$ cat config.mk
export PLATFORM = sky130hd
export DESIGN_NAME = disk_seek_scheduler
export DESIGN_NICKNAME = d
export VERILOG_FILES = /design/src/hdl/dss_pkg.sv /design/src/hdl/dss_ram.sv /design/src/hdl/dss_queue.sv /design/src/hdl/dss_front.sv /design/src/hdl/dss_back.sv /design/src/hdl/disk_seek_scheduler.sv
export SDC_FILE = /design/constraint.sdc
export NUM_CORES = 2
export LEC_CHECK = 0
export ABC_AREA = 1
export BUFFER_PORTS_ARGS = -buffer_cell sky130_fd_sc_hd__buf_2
export CORE_MARGIN = 2
export CORE_UTILIZATION = 63
export CTS_BUF_LIST = sky130_fd_sc_hd__clkbuf_16
export CTS_CLUSTER_DIAMETER = 150
export DETAILED_ROUTE_END_ITERATION = 12
export MAX_ROUTING_LAYER = met4
export PLACE_DENSITY = 0.8
export SETUP_SLACK_MARGIN = 0.05
export SLEW_MARGIN = 20
export SYNTH_ARGS = -nofsm -noshare
export SYNTH_HDL_FRONTEND = slang
export SYNTH_SLANG_ARGS = --single-unit
$ cat constraint.sdc
create_clock -name i_clk -period 16.25 [get_ports i_clk]
set_clock_uncertainty 0.1 [all_clocks]
set_input_delay 0.8125 -clock i_clk [delete_from_list [all_inputs] [get_ports i_clk]]
set_output_delay 0.8125 -clock i_clk [all_outputs]
set_load 0.01 [all_outputs]
$ cat src/hdl/dss_pkg.sv
// Shared types and constants for the disk seek scheduler.
package dss_pkg;

    localparam int unsigned CFG_W     = 16;
    localparam int unsigned MODE_W    = 3;
    localparam int unsigned START_W   = 16;
    localparam int unsigned SEEK_W    = 22;
    localparam int unsigned OUT_CYL_W = 16;
    localparam int unsigned IN_CYL_W  = 16;

    localparam logic [SEEK_W-1:0] SEEK_MAX = {SEEK_W{1'b1}};

    // configuration register indexes
    localparam logic REG_MODE  = 1'b0;
    localparam logic REG_START = 1'b1;

    // mode codes; unused codes behave as FCFS
    localparam logic [MODE_W-1:0] MODE_FCFS  = 3'd0;
    localparam logic [MODE_W-1:0] MODE_SSTF  = 3'd1;
    localparam logic [MODE_W-1:0] MODE_SCAN  = 3'd2;
    localparam logic [MODE_W-1:0] MODE_CSCAN = 3'd3;
    localparam logic [MODE_W-1:0] MODE_LOOK  = 3'd4;

    typedef struct packed {
        logic [IN_CYL_W-1:0] request_cylinder;
        logic                last_request;
    } t_in;

    typedef struct packed {
        logic [OUT_CYL_W-1:0] served_cylinder;
        logic [SEEK_W-1:0]    seek_so_far;
        logic                 last_served;
    } t_out;

    typedef struct packed {
        logic busy;
    } t_back_status;

endpackage

$ cat src/hdl/dss_ram.sv
// Generic single-write, single-read RAM with registered read data.
module dss_ram #(
    parameter int unsigned WIDTH = 17,
    parameter int unsigned DEPTH = 64
) (
    input  logic                                   i_clk,
    input  logic                                   i_we,
    input  logic [(DEPTH > 1 ? $clog2(DEPTH) : 1)-1:0] i_waddr,
    input  logic [WIDTH-1:0]                       i_wdata,
    input  logic [(DEPTH > 1 ? $clog2(DEPTH) : 1)-1:0] i_raddr,
    output logic [WIDTH-1:0]                       o_rdata
);

    logic [WIDTH-1:0] r_mem [DEPTH];
    logic [WIDTH-1:0] r_rdata;

    always_ff @(posedge i_clk) begin
        if (i_we) begin
            r_mem[i_waddr] <= i_wdata;
        end
        r_rdata <= r_mem[i_raddr];
    end

    assign o_rdata = r_rdata;

endmodule

$ cat src/hdl/dss_queue.sv
// Two-entry batch descriptor queue between front and back.
module dss_queue #(
    parameter int unsigned WIDTH = 26
) (
    input  logic             i_clk,
    input  logic             i_rst_n,
    input  logic             i_push,
    input  logic [WIDTH-1:0] i_data,
    input  logic             i_pop,
    output logic             o_empty,
    output logic             o_full,
    output logic [WIDTH-1:0] o_data
);

    logic [WIDTH-1:0] r_mem [2];
    logic             r_wptr, r_rptr;
    logic [1:0]       r_cnt;

    always_ff @(posedge i_clk) begin
        if (!i_rst_n) begin
            r_wptr <= 1'b0;
            r_rptr <= 1'b0;
            r_cnt  <= 2'd0;
        end else begin
            if (i_push) begin
                r_mem[r_wptr] <= i_data;
                r_wptr        <= ~r_wptr;
            end
            if (i_pop) begin
                r_rptr <= ~r_rptr;
            end
            r_cnt <= r_cnt + 2'(i_push) - 2'(i_pop);
        end
    end

    assign o_empty = (r_cnt == 2'd0);
    assign o_full  = (r_cnt == 2'd2);
    assign o_data  = r_mem[r_rptr];

endmodule

$ cat src/hdl/dss_front.sv
// Front end: accepts requests, writes the store, closes batches.
module dss_front #(
    parameter int unsigned MAX_REQUESTS = 64,
    parameter int unsigned CYL_BITS     = 16
) (
    input  logic                                          i_clk,
    input  logic                                          i_rst_n,
    input  logic                                          i_in_valid,
    output logic                                          o_in_stall,
    input  dss_pkg::t_in                                  i_in,
    input  logic [dss_pkg::MODE_W-1:0]                    i_mode,
    input  logic [dss_pkg::START_W-1:0]                   i_start,
    input  dss_pkg::t_back_status                         i_back,
    input  logic                                          i_q_empty,
    output logic                                          o_q_push,
    output logic [$clog2(MAX_REQUESTS+1)+dss_pkg::MODE_W+dss_pkg::START_W-1:0] o_q_data,
    output logic                                          o_we,
    output logic [(MAX_REQUESTS > 1 ? $clog2(MAX_REQUESTS) : 1)-1:0] o_waddr,
    output logic [CYL_BITS:0]                             o_wdata
);

    localparam int unsigned AW = MAX_REQUESTS > 1 ? $clog2(MAX_REQUESTS) : 1;
    localparam int unsigned CW = $clog2(MAX_REQUESTS + 1);

    logic [CW-1:0] r_cnt, n_cnt;
    logic          accept, close;

    // store is shared with the back end, so hold off while a batch is in flight
    assign o_in_stall = !i_q_empty || i_back.busy;
    assign accept     = i_in_valid && !o_in_stall;
    assign n_cnt      = r_cnt + CW'(1);
    assign close      = accept && (i_in.last_request || n_cnt == CW'(MAX_REQUESTS));

    assign o_we     = accept;
    assign o_waddr  = r_cnt[AW-1:0];
    assign o_wdata  = {1'b0, CYL_BITS'(i_in.request_cylinder)};
    assign o_q_push = close;
    assign o_q_data = {n_cnt, i_mode, i_start};

    always_ff @(posedge i_clk) begin
        if (!i_rst_n) begin
            r_cnt <= '0;
        end else if (close) begin
            r_cnt <= '0;
        end else if (accept) begin
            r_cnt <= n_cnt;
        end
    end

endmodule

$ cat src/hdl/dss_back.sv
// Back end: selection passes over the store and result emission.
module dss_back #(
    parameter int unsigned MAX_REQUESTS = 64,
    parameter int unsigned CYL_BITS     = 16
) (
    input  logic                                          i_clk,
    input  logic                                          i_rst_n,
    input  logic                                          i_q_empty,
    input  logic [$clog2(MAX_REQUESTS+1)+dss_pkg::MODE_W+dss_pkg::START_W-1:0] i_q_data,
    output logic                                          o_q_pop,
    output dss_pkg::t_back_status                         o_status,
    output logic                                          o_we,
    output logic [(MAX_REQUESTS > 1 ? $clog2(MAX_REQUESTS) : 1)-1:0] o_waddr,
    output logic [CYL_BITS:0]                             o_wdata,
    output logic [(MAX_REQUESTS > 1 ? $clog2(MAX_REQUESTS) : 1)-1:0] o_raddr,
    input  logic [CYL_BITS:0]                             i_rdata,
    output logic                                          o_out_valid,
    input  logic                                          i_out_stall,
    output dss_pkg::t_out                                 o_out
);

    localparam int unsigned AW = MAX_REQUESTS > 1 ? $clog2(MAX_REQUESTS) : 1;
    localparam int unsigned CW = $clog2(MAX_REQUESTS + 1);
    localparam int unsigned HW = CYL_BITS > dss_pkg::START_W ? CYL_BITS : dss_pkg::START_W;
    localparam int unsigned SW = (HW > dss_pkg::SEEK_W ? HW : dss_pkg::SEEK_W) + 1;

    typedef enum logic [3:0] {
        S_IDLE = 4'b0001,
        S_SCAN = 4'b0010,
        S_WAIT = 4'b0100,
        S_EMIT = 4'b1000
    } t_state;

    t_state                      r_state;
    logic [CW-1:0]               r_n, r_k, r_addr;
    logic [dss_pkg::MODE_W-1:0]  r_mode;
    logic [HW-1:0]               r_start, r_head, r_bcyl, r_bdist;
    logic [dss_pkg::SEEK_W-1:0]  r_seek;
    logic                        r_up, r_dv, r_found;
    logic [AW-1:0]               r_didx, r_bidx;
    logic                        r_ov;
    dss_pkg::t_out               r_out;

    logic [CW-1:0]               q_n;
    logic [dss_pkg::MODE_W-1:0]  q_mode;
    logic [dss_pkg::START_W-1:0] q_start;
    logic                        is_sstf, is_scan, is_cscan;
    logic                        ent_served, take;
    logic [HW-1:0]               ent_cyl, ent_dist, emit_dist;
    logic [SW-1:0]               seek_sum;
    logic [dss_pkg::SEEK_W-1:0]  seek_next;
    logic                        can_load, emit;

    assign {q_n, q_mode, q_start} = i_q_data;

    assign is_sstf  = (r_mode == dss_pkg::MODE_SSTF);
    assign is_scan  = (r_mode == dss_pkg::MODE_SCAN) || (r_mode == dss_pkg::MODE_LOOK);
    assign is_cscan = (r_mode == dss_pkg::MODE_CSCAN);

    assign ent_served = i_rdata[CYL_BITS];
    assign ent_cyl    = HW'(i_rdata[CYL_BITS-1:0]);
    assign ent_dist   = (r_head > ent_cyl) ? r_head - ent_cyl : ent_cyl - r_head;

    // candidate test; strict compares keep the earliest entry on ties
    always_comb begin
        priority if (is_sstf) begin
            take = !ent_served && (!r_found || ent_dist < r_bdist);
        end else if (is_scan && !r_up) begin
            take = !ent_served && ent_cyl <= r_start && (!r_found || ent_cyl > r_bcyl);
        end else if (is_cscan && !r_up) begin
            take = !ent_served && ent_cyl >= r_start && (!r_found || ent_cyl < r_bcyl);
        end else if (is_scan || is_cscan) begin
            take = !ent_served && (!r_found || ent_cyl < r_bcyl);
        end else begin
            take = (r_didx == r_k[AW-1:0]);
        end
    end

    assign emit_dist = (r_head > r_bcyl) ? r_head - r_bcyl : r_bcyl - r_head;
    assign seek_sum  = SW'(r_seek) + SW'(emit_dist);
    assign seek_next = (seek_sum > SW'(dss_pkg::SEEK_MAX)) ? dss_pkg::SEEK_MAX
                                                          : seek_sum[dss_pkg::SEEK_W-1:0];

    assign can_load = !r_ov || !i_out_stall;
    assign emit     = (r_state == S_EMIT) && !(!r_found && (is_scan || is_cscan) && !r_up)
                      && can_load;

    assign o_q_pop       = (r_state == S_IDLE) && !i_q_empty;
    assign o_status.busy = (r_state != S_IDLE);
    assign o_raddr       = r_addr[AW-1:0];
    assign o_we          = emit;
    assign o_waddr       = r_bidx;
    assign o_wdata       = {1'b1, r_bcyl[CYL_BITS-1:0]};
    assign o_out_valid   = r_ov;
    assign o_out         = r_out;

    always_ff @(posedge i_clk) begin
        if (!i_rst_n) begin
            r_state <= S_IDLE;
            r_dv    <= 1'b0;
            r_ov    <= 1'b0;
            r_found <= 1'b0;
            r_up    <= 1'b0;
        end else begin
            if (r_ov && !i_out_stall) begin
                r_ov <= 1'b0;
            end
            r_dv <= (r_state == S_SCAN);
            if (r_state == S_SCAN) begin
                r_didx <= r_addr[AW-1:0];
            end
            if (r_dv && take) begin
                r_found <= 1'b1;
                r_bidx  <= r_didx;
                r_bcyl  <= ent_cyl;
                r_bdist <= ent_dist;
            end
            unique case (r_state)
                S_IDLE: begin
                    if (!i_q_empty) begin
                        r_n     <= q_n;
                        r_mode  <= q_mode;
                        r_start <= HW'(q_start);
                        r_head  <= HW'(q_start);
                        r_seek  <= '0;
                        r_up    <= 1'b0;
                        r_k     <= '0;
                        r_addr  <= '0;
                        r_found <= 1'b0;
                        r_state <= S_SCAN;
                    end
                end
                S_SCAN: begin
                    r_addr <= r_addr + CW'(1);
                    if (r_addr == r_n - CW'(1)) begin
                        r_state <= S_WAIT;
                    end
                end
                S_WAIT: begin
                    r_state <= S_EMIT;
                end
                S_EMIT: begin
                    if (!r_found && (is_scan || is_cscan) && !r_up) begin
                        // first sweep phase empty: turn the sweep and rescan
                        r_up    <= 1'b1;
                        r_addr  <= '0;
                        r_state <= S_SCAN;
                    end else if (can_load) begin
                        r_ov                  <= 1'b1;
                        r_out.served_cylinder <= dss_pkg::OUT_CYL_W'(r_bcyl);
                        r_out.seek_so_far     <= seek_next;
                        r_out.last_served     <= (r_k == r_n - CW'(1));
                        r_head                <= r_bcyl;
                        r_seek                <= seek_next;
                        r_k                   <= r_k + CW'(1);
                        r_found               <= 1'b0;
                        r_addr                <= '0;
                        r_state <= (r_k == r_n - CW'(1)) ? S_IDLE : S_SCAN;
                    end
                end
                default: r_state <= S_IDLE;
            endcase
        end
    end

endmodule

$ cat src/hdl/disk_seek_scheduler.sv
// Disk seek scheduler top level: config registers, front, queue, back, store.
//
// Usage:
//  - Input channel (i_in_valid / o_in_stall / i_in): one cylinder request per
//    transfer; last_request closes the batch, as does a full store.
//  - Unless stalled, requests load at one per cycle into a store of MAX_REQUESTS entries.
//  - A closed batch goes into a two-entry queue; the back end then walks the
//    store once per result, with one more pass when a SCAN/LOOK/C-SCAN sweep
//    turns. The store's single read port is why each result needs a pass.
//  - Input stalls from batch close until the back end loads the last result.
//  - Output channel (o_out_valid / i_out_stall / o_out): one transfer per
//    served request, with the running seek distance; last_served marks the end.
//  - A stalled result holds in the output register; the back end waits.
//  - Config port: i_cfg_we writes register i_cfg_idx (0 mode, 1 start
//    cylinder); both are sampled when the batch closes.
//  - Reset (synchronous, active low) clears counts, queue, state and config;
//    the store needs no clearing since every entry is written before use.
module disk_seek_scheduler #(
    parameter int unsigned MAX_REQUESTS = 64,
    parameter int unsigned CYL_BITS     = 16
) (
    input  logic                        i_clk,
    input  logic                        i_rst_n,
    input  logic                        i_in_valid,
    output logic                        o_in_stall,
    input  dss_pkg::t_in                i_in,
    output logic                        o_out_valid,
    input  logic                        i_out_stall,
    output dss_pkg::t_out               o_out,
    input  logic                        i_cfg_we,
    input  logic                        i_cfg_idx,
    input  logic [dss_pkg::CFG_W-1:0]   i_cfg_data
);

    localparam int unsigned AW = MAX_REQUESTS > 1 ? $clog2(MAX_REQUESTS) : 1;
    localparam int unsigned QW = $clog2(MAX_REQUESTS + 1) + dss_pkg::MODE_W + dss_pkg::START_W;

    logic [dss_pkg::MODE_W-1:0]  r_mode;
    logic [dss_pkg::START_W-1:0] r_start;

    always_ff @(posedge i_clk) begin
        if (!i_rst_n) begin
            r_mode  <= dss_pkg::MODE_FCFS;
            r_start <= '0;
        end else if (i_cfg_we) begin
            unique case (i_cfg_idx)
                dss_pkg::REG_MODE:  r_mode  <= i_cfg_data[dss_pkg::MODE_W-1:0];
                dss_pkg::REG_START: r_start <= i_cfg_data[dss_pkg::START_W-1:0];
                default: ;
            endcase
        end
    end

    dss_pkg::t_back_status back_status;
    logic              q_push, q_pop, q_empty, q_full;
    logic [QW-1:0]     q_wdata, q_rdata;
    logic              fe_we, be_we;
    logic [AW-1:0]     fe_waddr, be_waddr, ram_raddr;
    logic [CYL_BITS:0] fe_wdata, be_wdata, ram_rdata;

    dss_front #(.MAX_REQUESTS(MAX_REQUESTS), .CYL_BITS(CYL_BITS)) u_front (
        .i_clk      (i_clk),
        .i_rst_n    (i_rst_n),
        .i_in_valid (i_in_valid),
        .o_in_stall (o_in_stall),
        .i_in       (i_in),
        .i_mode     (r_mode),
        .i_start    (r_start),
        .i_back     (back_status),
        .i_q_empty  (q_empty && !q_full),
        .o_q_push   (q_push),
        .o_q_data   (q_wdata),
        .o_we       (fe_we),
        .o_waddr    (fe_waddr),
        .o_wdata    (fe_wdata)
    );

    dss_queue #(.WIDTH(QW)) u_queue (
        .i_clk   (i_clk),
        .i_rst_n (i_rst_n),
        .i_push  (q_push),
        .i_data  (q_wdata),
        .i_pop   (q_pop),
        .o_empty (q_empty),
        .o_full  (q_full),
        .o_data  (q_rdata)
    );

    dss_back #(.MAX_REQUESTS(MAX_REQUESTS), .CYL_BITS(CYL_BITS)) u_back (
        .i_clk       (i_clk),
        .i_rst_n     (i_rst_n),
        .i_q_empty   (q_empty),
        .i_q_data    (q_rdata),
        .o_q_pop     (q_pop),
        .o_status    (back_status),
        .o_we        (be_we),
        .o_waddr     (be_waddr),
        .o_wdata     (be_wdata),
        .o_raddr     (ram_raddr),
        .i_rdata     (ram_rdata),
        .o_out_valid (o_out_valid),
        .i_out_stall (i_out_stall),
        .o_out       (o_out)
    );

    // front and back never write in the same cycle
    dss_ram #(.WIDTH(CYL_BITS + 1), .DEPTH(MAX_REQUESTS)) u_store (
        .i_clk   (i_clk),
        .i_we    (fe_we || be_we),
        .i_waddr (fe_we ? fe_waddr : be_waddr),
        .i_wdata (fe_we ? fe_wdata : be_wdata),
        .i_raddr (ram_raddr),
        .o_rdata (ram_rdata)
    );

endmodule
Yosys cells after proc, flatten, opt, wreduce, memory -nomap -nowiden
Memories as Yosys holds them, arrays and structs flattened. A register that Yosys moved wholly into a read port is not among the register bits.
Index checks and enable logic that the tools add are counted.
{"block": "totals", "ff_bits": 199, "in_bits": 39, "mem_bits_rw": 1140, "n_memories": 2, "output_inout_bits": 41, "word_cells": 172}
{"block": "classes", "n_mux": 49, "n_reduce_logical": 51, "bitwise_logic": 6, "addsub": 11, "n_lt_le_gt_ge": 8, "eq_ne": 20}
{"memory": "u_store.r_mem", "words": 64, "width": 17, "rd": 1, "rd_ports_with_merged_regs": 1, "write_ports": 1, "line": "dss_ram.sv:14", "source": "logic [WIDTH-1:0] r_mem [DEPTH];"}
{"memory": "u_queue.r_mem", "words": 2, "width": 26, "rd": 1, "rd_ports_with_merged_regs": 1, "write_ports": 1, "line": "dss_queue.sv:15", "source": "logic [WIDTH-1:0] r_mem [2];"}
{"op": "2-to-1 mux 22 bit", "count": 4}
{"op": "2-to-1 mux 16 bit", "count": 5}
{"op": "subtractor 16 bit", "count": 4}
{"op": "> comparator 16 bit", "count": 3}
{"op": "case mux 22 bit (2 select lines)", "count": 1}
{"op": "2-to-1 mux 7 bit", "count": 5}
{"op": "< comparator 16 bit", "count": 2}
{"op": "case mux 16 bit (2 select lines)", "count": 1}
{"op": "adder 22 x 16 -> 23 bit", "count": 1}
{"op": "> comparator 23 x 22 -> 1 bit, second input constant", "count": 1}
{"op": "adder 7 x 1 -> 7 bit, second input constant", "count": 3}
{"op": "2-to-1 mux 1 bit", "count": 21}
{"op": "case mux 7 bit (3 select lines)", "count": 1}
{"op": "logical AND 1 bit", "count": 18}
{"op": "2-to-1 mux 17 bit", "count": 1}
{"op": "greater-or-equal comparator 16 bit", "count": 1}
{"op": "less-or-equal comparator 16 bit", "count": 1}
{"op": "2-to-1 mux 4 bit", "count": 4}
{"op": "case mux 4 bit (4 select lines)", "count": 1}
{"op": "== test 7 bit", "count": 2}
{"op": "case mux 7 bit (2 select lines)", "count": 1}
{"op": "logical NOT 1 bit", "count": 10}
{"op": "logical OR 1 bit", "count": 9}
{"op": "AND reduction 3 bit", "count": 3}
{"op": "28 further kinds", "count": 42}

Longest topological paths before layout
{"block": "depth", "depth_word": 12, "depth_mapped": 30, "ltp_nobuf": 28}

Modules after synthesis
From an unflattened synthesis, not the netlist that was laid out.
{"block": "unflattened", "cells_unflattened": 5631, "hier_area_um2": 61066.1}
{"module": "dss_ram", "cells_per_inst": 3731, "area_each_um2": 44445.1, "instances": 1, "seq_area_each_um2": 33011.7}
{"module": "dss_back", "cells_per_inst": 1500, "area_each_um2": 12550.8, "instances": 1, "seq_area_each_um2": 4994.8}
{"module": "dss_queue", "cells_per_inst": 113, "area_each_um2": 2209.6, "instances": 1, "seq_area_each_um2": 1661.6}
{"module": "disk_seek_scheduler", "cells_per_inst": 170, "area_each_um2": 1083.5, "instances": 1, "seq_area_each_um2": 380.4}
{"module": "dss_front", "cells_per_inst": 117, "area_each_um2": 777.0, "instances": 1, "seq_area_each_um2": 140.1}

Worst setup path before layout
OpenSTA, ideal clock, no wires.
{"block": "synth_path", "path_kind": "register to register", "start": "reg u_back.r_head[0]", "end": "reg u_back.r_bidx[0], in the netlist u_back.o_waddr[0] (enable)", "slack_ps": 11153, "synth_period_minus_slack_ps": 5097, "path_buffers": 1, "t_required_ps": 15717, "setup_time_ps": 433, "stages_incl_launch_ff": 25, "t_arrival_ps": 4564, "path_cell_list": "edfxtp_1 inv_1 ha_1 inv_1 fa_1 nand2_1 nand2_1 a21oi_1 o221ai_1 nand2_1 buf_2 nand2_1 nand2_1 inv_1 ha_1 a21o_1 nor2_1 nor2_1 nor2_1 nand2_1 nand2_1 nand2_1 nand2_1 nand3_1 nor2_1"}
{"block": "synth_via", "elab_chain_len": 8, "elab_cells_between_ends": 10, "cone_classes": "2 x add/sub; 2 x order compare; 2 x mux; 4 x reduce/logical"}
{"item": "start: declaration", "line": "dss_back.sv:37", "source": "logic [HW-1:0] r_start, r_head, r_bcyl, r_bdist;"}
{"item": "start signal: assignment", "line": "dss_back.sv:124", "source": "r_head <= HW'(q_start);"}
{"item": "start signal: assignment", "line": "dss_back.sv:153", "source": "r_head <= r_bcyl;"}
{"item": "subtractor 16 bit or > comparator 16 bit (tied branches)", "line": "dss_back.sv:62", "source": "assign ent_dist = (r_head > ent_cyl) ? r_head - ent_cyl : ent_cyl - r_head;"}
{"item": "2-to-1 mux 16 bit *", "line": "dss_back.sv:62"}
{"item": "net u_back.ent_dist[11]", "line": "dss_back.sv:49", "source": "logic [HW-1:0] ent_cyl, ent_dist, emit_dist;"}
{"item": "< comparator 16 bit *", "line": "dss_back.sv:67", "source": "take = !ent_served && (!r_found || ent_dist < r_bdist);"}
{"item": "logical OR 1 bit *", "line": "dss_back.sv:67"}
{"item": "logical AND 1 bit *", "line": "dss_back.sv:67"}
{"item": "2-to-1 mux 1 bit *", "line": "dss_back.sv:66", "source": "priority if (is_sstf) begin"}
{"item": "logical AND 1 bit *", "line": "dss_back.sv:112", "source": "if (r_dv && take) begin"}
{"item": "AND reduction 2 bit (no line) *"}
{"item": "end signal: assignment", "line": "dss_back.sv:114", "source": "r_bidx <= r_didx;"}
{"item": "end: declaration", "line": "dss_back.sv:40", "source": "logic [AW-1:0] r_didx, r_bidx;"}
The timed path passes the listed nets; every way through them passes the cells marked *.
A chain may end at the register's enable or synchronous reset.

Worst setup path in the final report
{"block": "layout_path", "start": "reg u_back.r_head[0]", "end": "reg u_back.r_bdist[13] (enable)"}
{"block": "layout_via", "elab_chain_len": 8, "elab_cells_between_ends": 10, "cone_classes": "2 x add/sub; 2 x order compare; 2 x mux; 4 x reduce/logical"}
{"item": "subtractor 16 bit or > comparator 16 bit (tied branches)", "line": "dss_back.sv:62"}
{"item": "2-to-1 mux 16 bit *", "line": "dss_back.sv:62"}
{"item": "net u_back.ent_dist[8]", "line": "dss_back.sv:49"}
{"item": "< comparator 16 bit *", "line": "dss_back.sv:67"}
{"item": "logical OR 1 bit *", "line": "dss_back.sv:67"}
{"item": "logical AND 1 bit *", "line": "dss_back.sv:67"}
{"item": "2-to-1 mux 1 bit *", "line": "dss_back.sv:66"}
{"item": "logical AND 1 bit *", "line": "dss_back.sv:112"}
{"item": "AND reduction 2 bit (no line) *"}
{"item": "end signal: assignment", "line": "dss_back.sv:116", "source": "r_bdist <= ent_dist;"}
{"item": "end: declaration", "line": "dss_back.sv:37"}
Marks and branches as above.

==> impl_metrics.csv <==
group,metric,value,unit
global_route,grt_pass1_vias,37080,
route,ant_nets,0,
critical_path,arrival,5470,ps
clock_network,postCtsHoldBufs,0,
power,switching_share,35.95,%
sta,setup_ws,11060,ps
route,drt_iter0_drc,5856,
die,start_util,63.77,%
die,coreArea,91940,µm²
sta,max-slew-margin-rel,22.38,%
sta,rsz0062_at_grt,"no",
synthesis,synth_nets,4945,
clock_network,cts_tree,"yes",
placement,dpl.hpwl,91.20,mm
sta,worst_slew_pin_slew,1160,ps
critical_path,worst_setup_path_end_kind,"flip-flop",
die,die_x,309.1,µm
global_route,grt_overflow_total,0,
critical_path,start_kind,"flip-flop",
placement,placed_cells,5950,
route,num_vias,39030,
critical_path,cp.required,16520,ps
placement,port_buffers,79,
synthesis,synth_most_common_cell,"edfxtp_1",
route,drc,0,
clock_network,cts-root-buf,"clkbuf_16",
critical_path,critPathTopFamily,"simple AND/OR/NAND/NOR gates",
die,dieArea,95530,µm²
critical_path,critPathSlowestCell,"buf_4",
synthesis,synth_top_family_by_area,"simple AND/OR/NAND/NOR gates",
clock_network,ctsHtreeMaxLevel,4,
power,internal-power,6.925,mW
sta,slew_viol_final,0,
final_layout,multi_input_area,16500,µm²
clock_network,cts_buffers,135,
sta,timing.hold.ws,207.5,ps
final_layout,final_cell_area,64790,µm²
final_layout,area_growth,10.49,%
final_layout,final_cells,6201,
final_layout,seq_area,40190,µm²
global_route,antenna_found_initial,3,
synthesis,yosysUniqueCellTypes,57,
power,finalPower,10.81,mW
synthesis,synth_adder_area_share,3.030,%
final_layout,fin_nets,5022,
synthesis,postSynth.asyncResetShare,0,%
placement,place.gp.congestion,0.9636,
final_layout,nFillCells,6042,
final_layout,drive_above_1_share,9.667,%
power,ir_worst_vdd,0.1124,mV
synthesis,synth.area.top_cells,"edfxtp_1, nor2_1, o21ai_0, nand2_1, ha_1",
sta,final_hold_viol_count,0,
clock_network,cts.sinks,1357,
synthesis,synth_commonest_cells,"edfxtp_1, nor2_1, nand2_1",
clock_network,clk_pin_slew_worst_paths,60,ps
global_route,grt_pass1_wl,225.5,mm
synthesis,synth_xor_area_share,1.105,%
placement,post-place-ws,11080,ps
synthesis,synth_top_cell_by_area,"edfxtp_1",
final_layout,final_core_util,70.46,%
global_route,grtUsageTotal,32.72,%
critical_path,critPathBufInv,5,
route,drt-total-wl,151.4,mm
route,drt_pass1_iterations,7,
outcome,outcome,"complete, no violations",
die,die_y,309.1,µm
critical_path,worstSetupPathType,"reg -> reg",
synthesis,synthFlopType,"edfxtp_1",
placement,dpl_cell_area,60580,µm²
synthesis,synth_compound_area_share,10.08,%
synthesis,yosysWarnings,0,
sta,period_needed,5195,ps
critical_path,path_common_cell,"nand2_1",
die,row_count,111,
critical_path,path_max_fanout,38,
synthesis,synth-seq-cells,1357,
sta,fmax,192.5,MHz
clock_network,clock_latency,770,ps
critical_path,r2r_slack,11060,ps
clock_network,clockBufferDepth,3,
route,routedWlPerCell,24.41,µm
synthesis,avgSynthCellArea,12.30,µm²
worst_hold_path,hp-class,"in -> reg",
power,leakage,23.09,nW
synthesis,synth_edf_count,1301,
power,clkPwrFrac,27.4,%
critical_path,critPathMaxStageDelay,500,ps
die,io_pins,80,
synthesis,synthSimpleGateAreaFrac,11.28,%
power,combPwrFrac,31.4,%
global_route,grt_start_max_net_pins,190,
sta,fin_crit_sh,31.97,%
clock_network,post-cts-setup-buffer-count,0,
power,seqPwrFrac,41.2,%
power,p_switching,3.887,mW
synthesis,synthCells,4767,
sta,setup_viol,0,
sta,finalSetupTns,0,ps
clock_network,cts_resized,0,
synthesis,yosysSeqAreaShare,68.54,%
synthesis,netlist.area_leader.share,66.63,%
power,powerDensity,166.9,nW/µm²
job,drv_cap,0,
route,vias_per_cell,6.294,
synthesis,synthMuxAreaShare,2.258,%
synthesis,synth_area,58630,µm²
## placed cells by master (no fill, tap or decap), types with 21 or more instances in the layout
cell type and instances:
edfxtp_1 1301, nor2_1 839, nand2_1 489, o21ai_0 372, inv_1 285, nand3_1 201
a21oi_1 172, o32ai_1 169, clkbuf_16 137, ha_1 134, buf_4 107, o221ai_1 105
mux2i_1 103, buf_2 79, xor2_1 60, dfxtp_1 56, clkinv_1 45, o211ai_1 37
mux2_2 26, nor3_1 25, o21ai_4 21
## final cells by class
| type | instances | share of cell area [%] |
|---|---|---|
| Sequential cell | 1357 | 62.03 |
| Clock inverter | 111 | 1.186 |
| Multi-Input combinational cell | 2885 | 25.47 |
| Tap cell | 1243 | 2.401 |
| Timing Repair Buffer | 190 | 1.974 |
| Inverter | 275 | 1.630 |
| Clock buffer | 137 | 5.292 |
| Antenna cell | 3 | 0.01159 |
## cell families after synthesis
group | Yosys count
AO/OA/AOI/OAI | 925
buffers and inverters | 525
AND/OR/NAND/NOR | 1618
flip-flops | 1357
adder cells (fa/ha/maj) | 139
XOR/XNOR | 74
multiplexers | 129
## worst register-to-register path, stage by stage, from the launching register on
cell and delay, ps:
edfxtp_1 420, inv_1 100, ha_1 220, inv_1 80, fa_1 420, nand2_1 90
nand2_1 120, a21oi_1 230, o221ai_1 130, nand2_1 490, inv_2 270, nand2_1 150
nand3_1 70, nand2_1 70, inv_1 50, ha_1 170, a21oi_1 160, nor2_1 60
nor2_1 110, nor2_1 60, nor2_1 90, nand2_1 170, nand2_1 110, nand2_1 50
nand2_1 50, nand3_1 140, nor2_4 110, buf_4 500
## path summary, 6_finish.rpt
kind,startpoint,end,cells past startpoint
setup reg to reg,u_back.r_head[0],u_back.r_bdist[13],27
hold / removal,i_cfg_data[5],r_start[5],3
setup / recovery,u_back.r_head[0],u_back.r_bdist[13],27
hold reg to reg,r_start[5],u_queue.r_mem[0][5],0
## power groups by stage
stage          combinational (mW)  clock (mW)  sequential (mW)
2_1_floorplan                2.19           0             4.54
3_3_place_gp                 3.26           0             4.51
3_5_place_dp                 3.30           0             4.52
4_1_cts                      3.33        2.98             4.45
5_1_grt                      3.68        3.11             4.46
6_report                     3.39        2.96             4.45
## registers in the layout (all words and copies together) (netlist names), 4 cells and up, named ones only
name and count:
u_back.r_k 7, u_back.r_head 16, u_back.r_bcyl 16, u_back.r_didx 6, u_back.r_start 16, u_back.o_waddr 6, u_store.r_mem 1088, u_back.o_out 39
r_start 16, u_store.o_rdata 17, u_queue.r_mem 52, u_back.r_state 4, u_back.r_seek 22, u_back.r_n 7, u_front.r_cnt 7, u_back.r_addr 7
u_back.r_bdist 16
## routing by layer
| metal | global-route usage (%) | routed length [µm] | vias to the layer above |
|---|---|---|---|
| met1 | 43.04 | 57820 | 18920 |
| met2 | 50.89 | 72000 | 2231 |
| met5 | - | 0 | - |
| li1 | - | - | 17490 |
| met4 | 13.20 | 6277 | 0 |
| met3 | 6.050 | 15280 | 387 |
No activity file was read; power rests on OpenSTA's default activity.
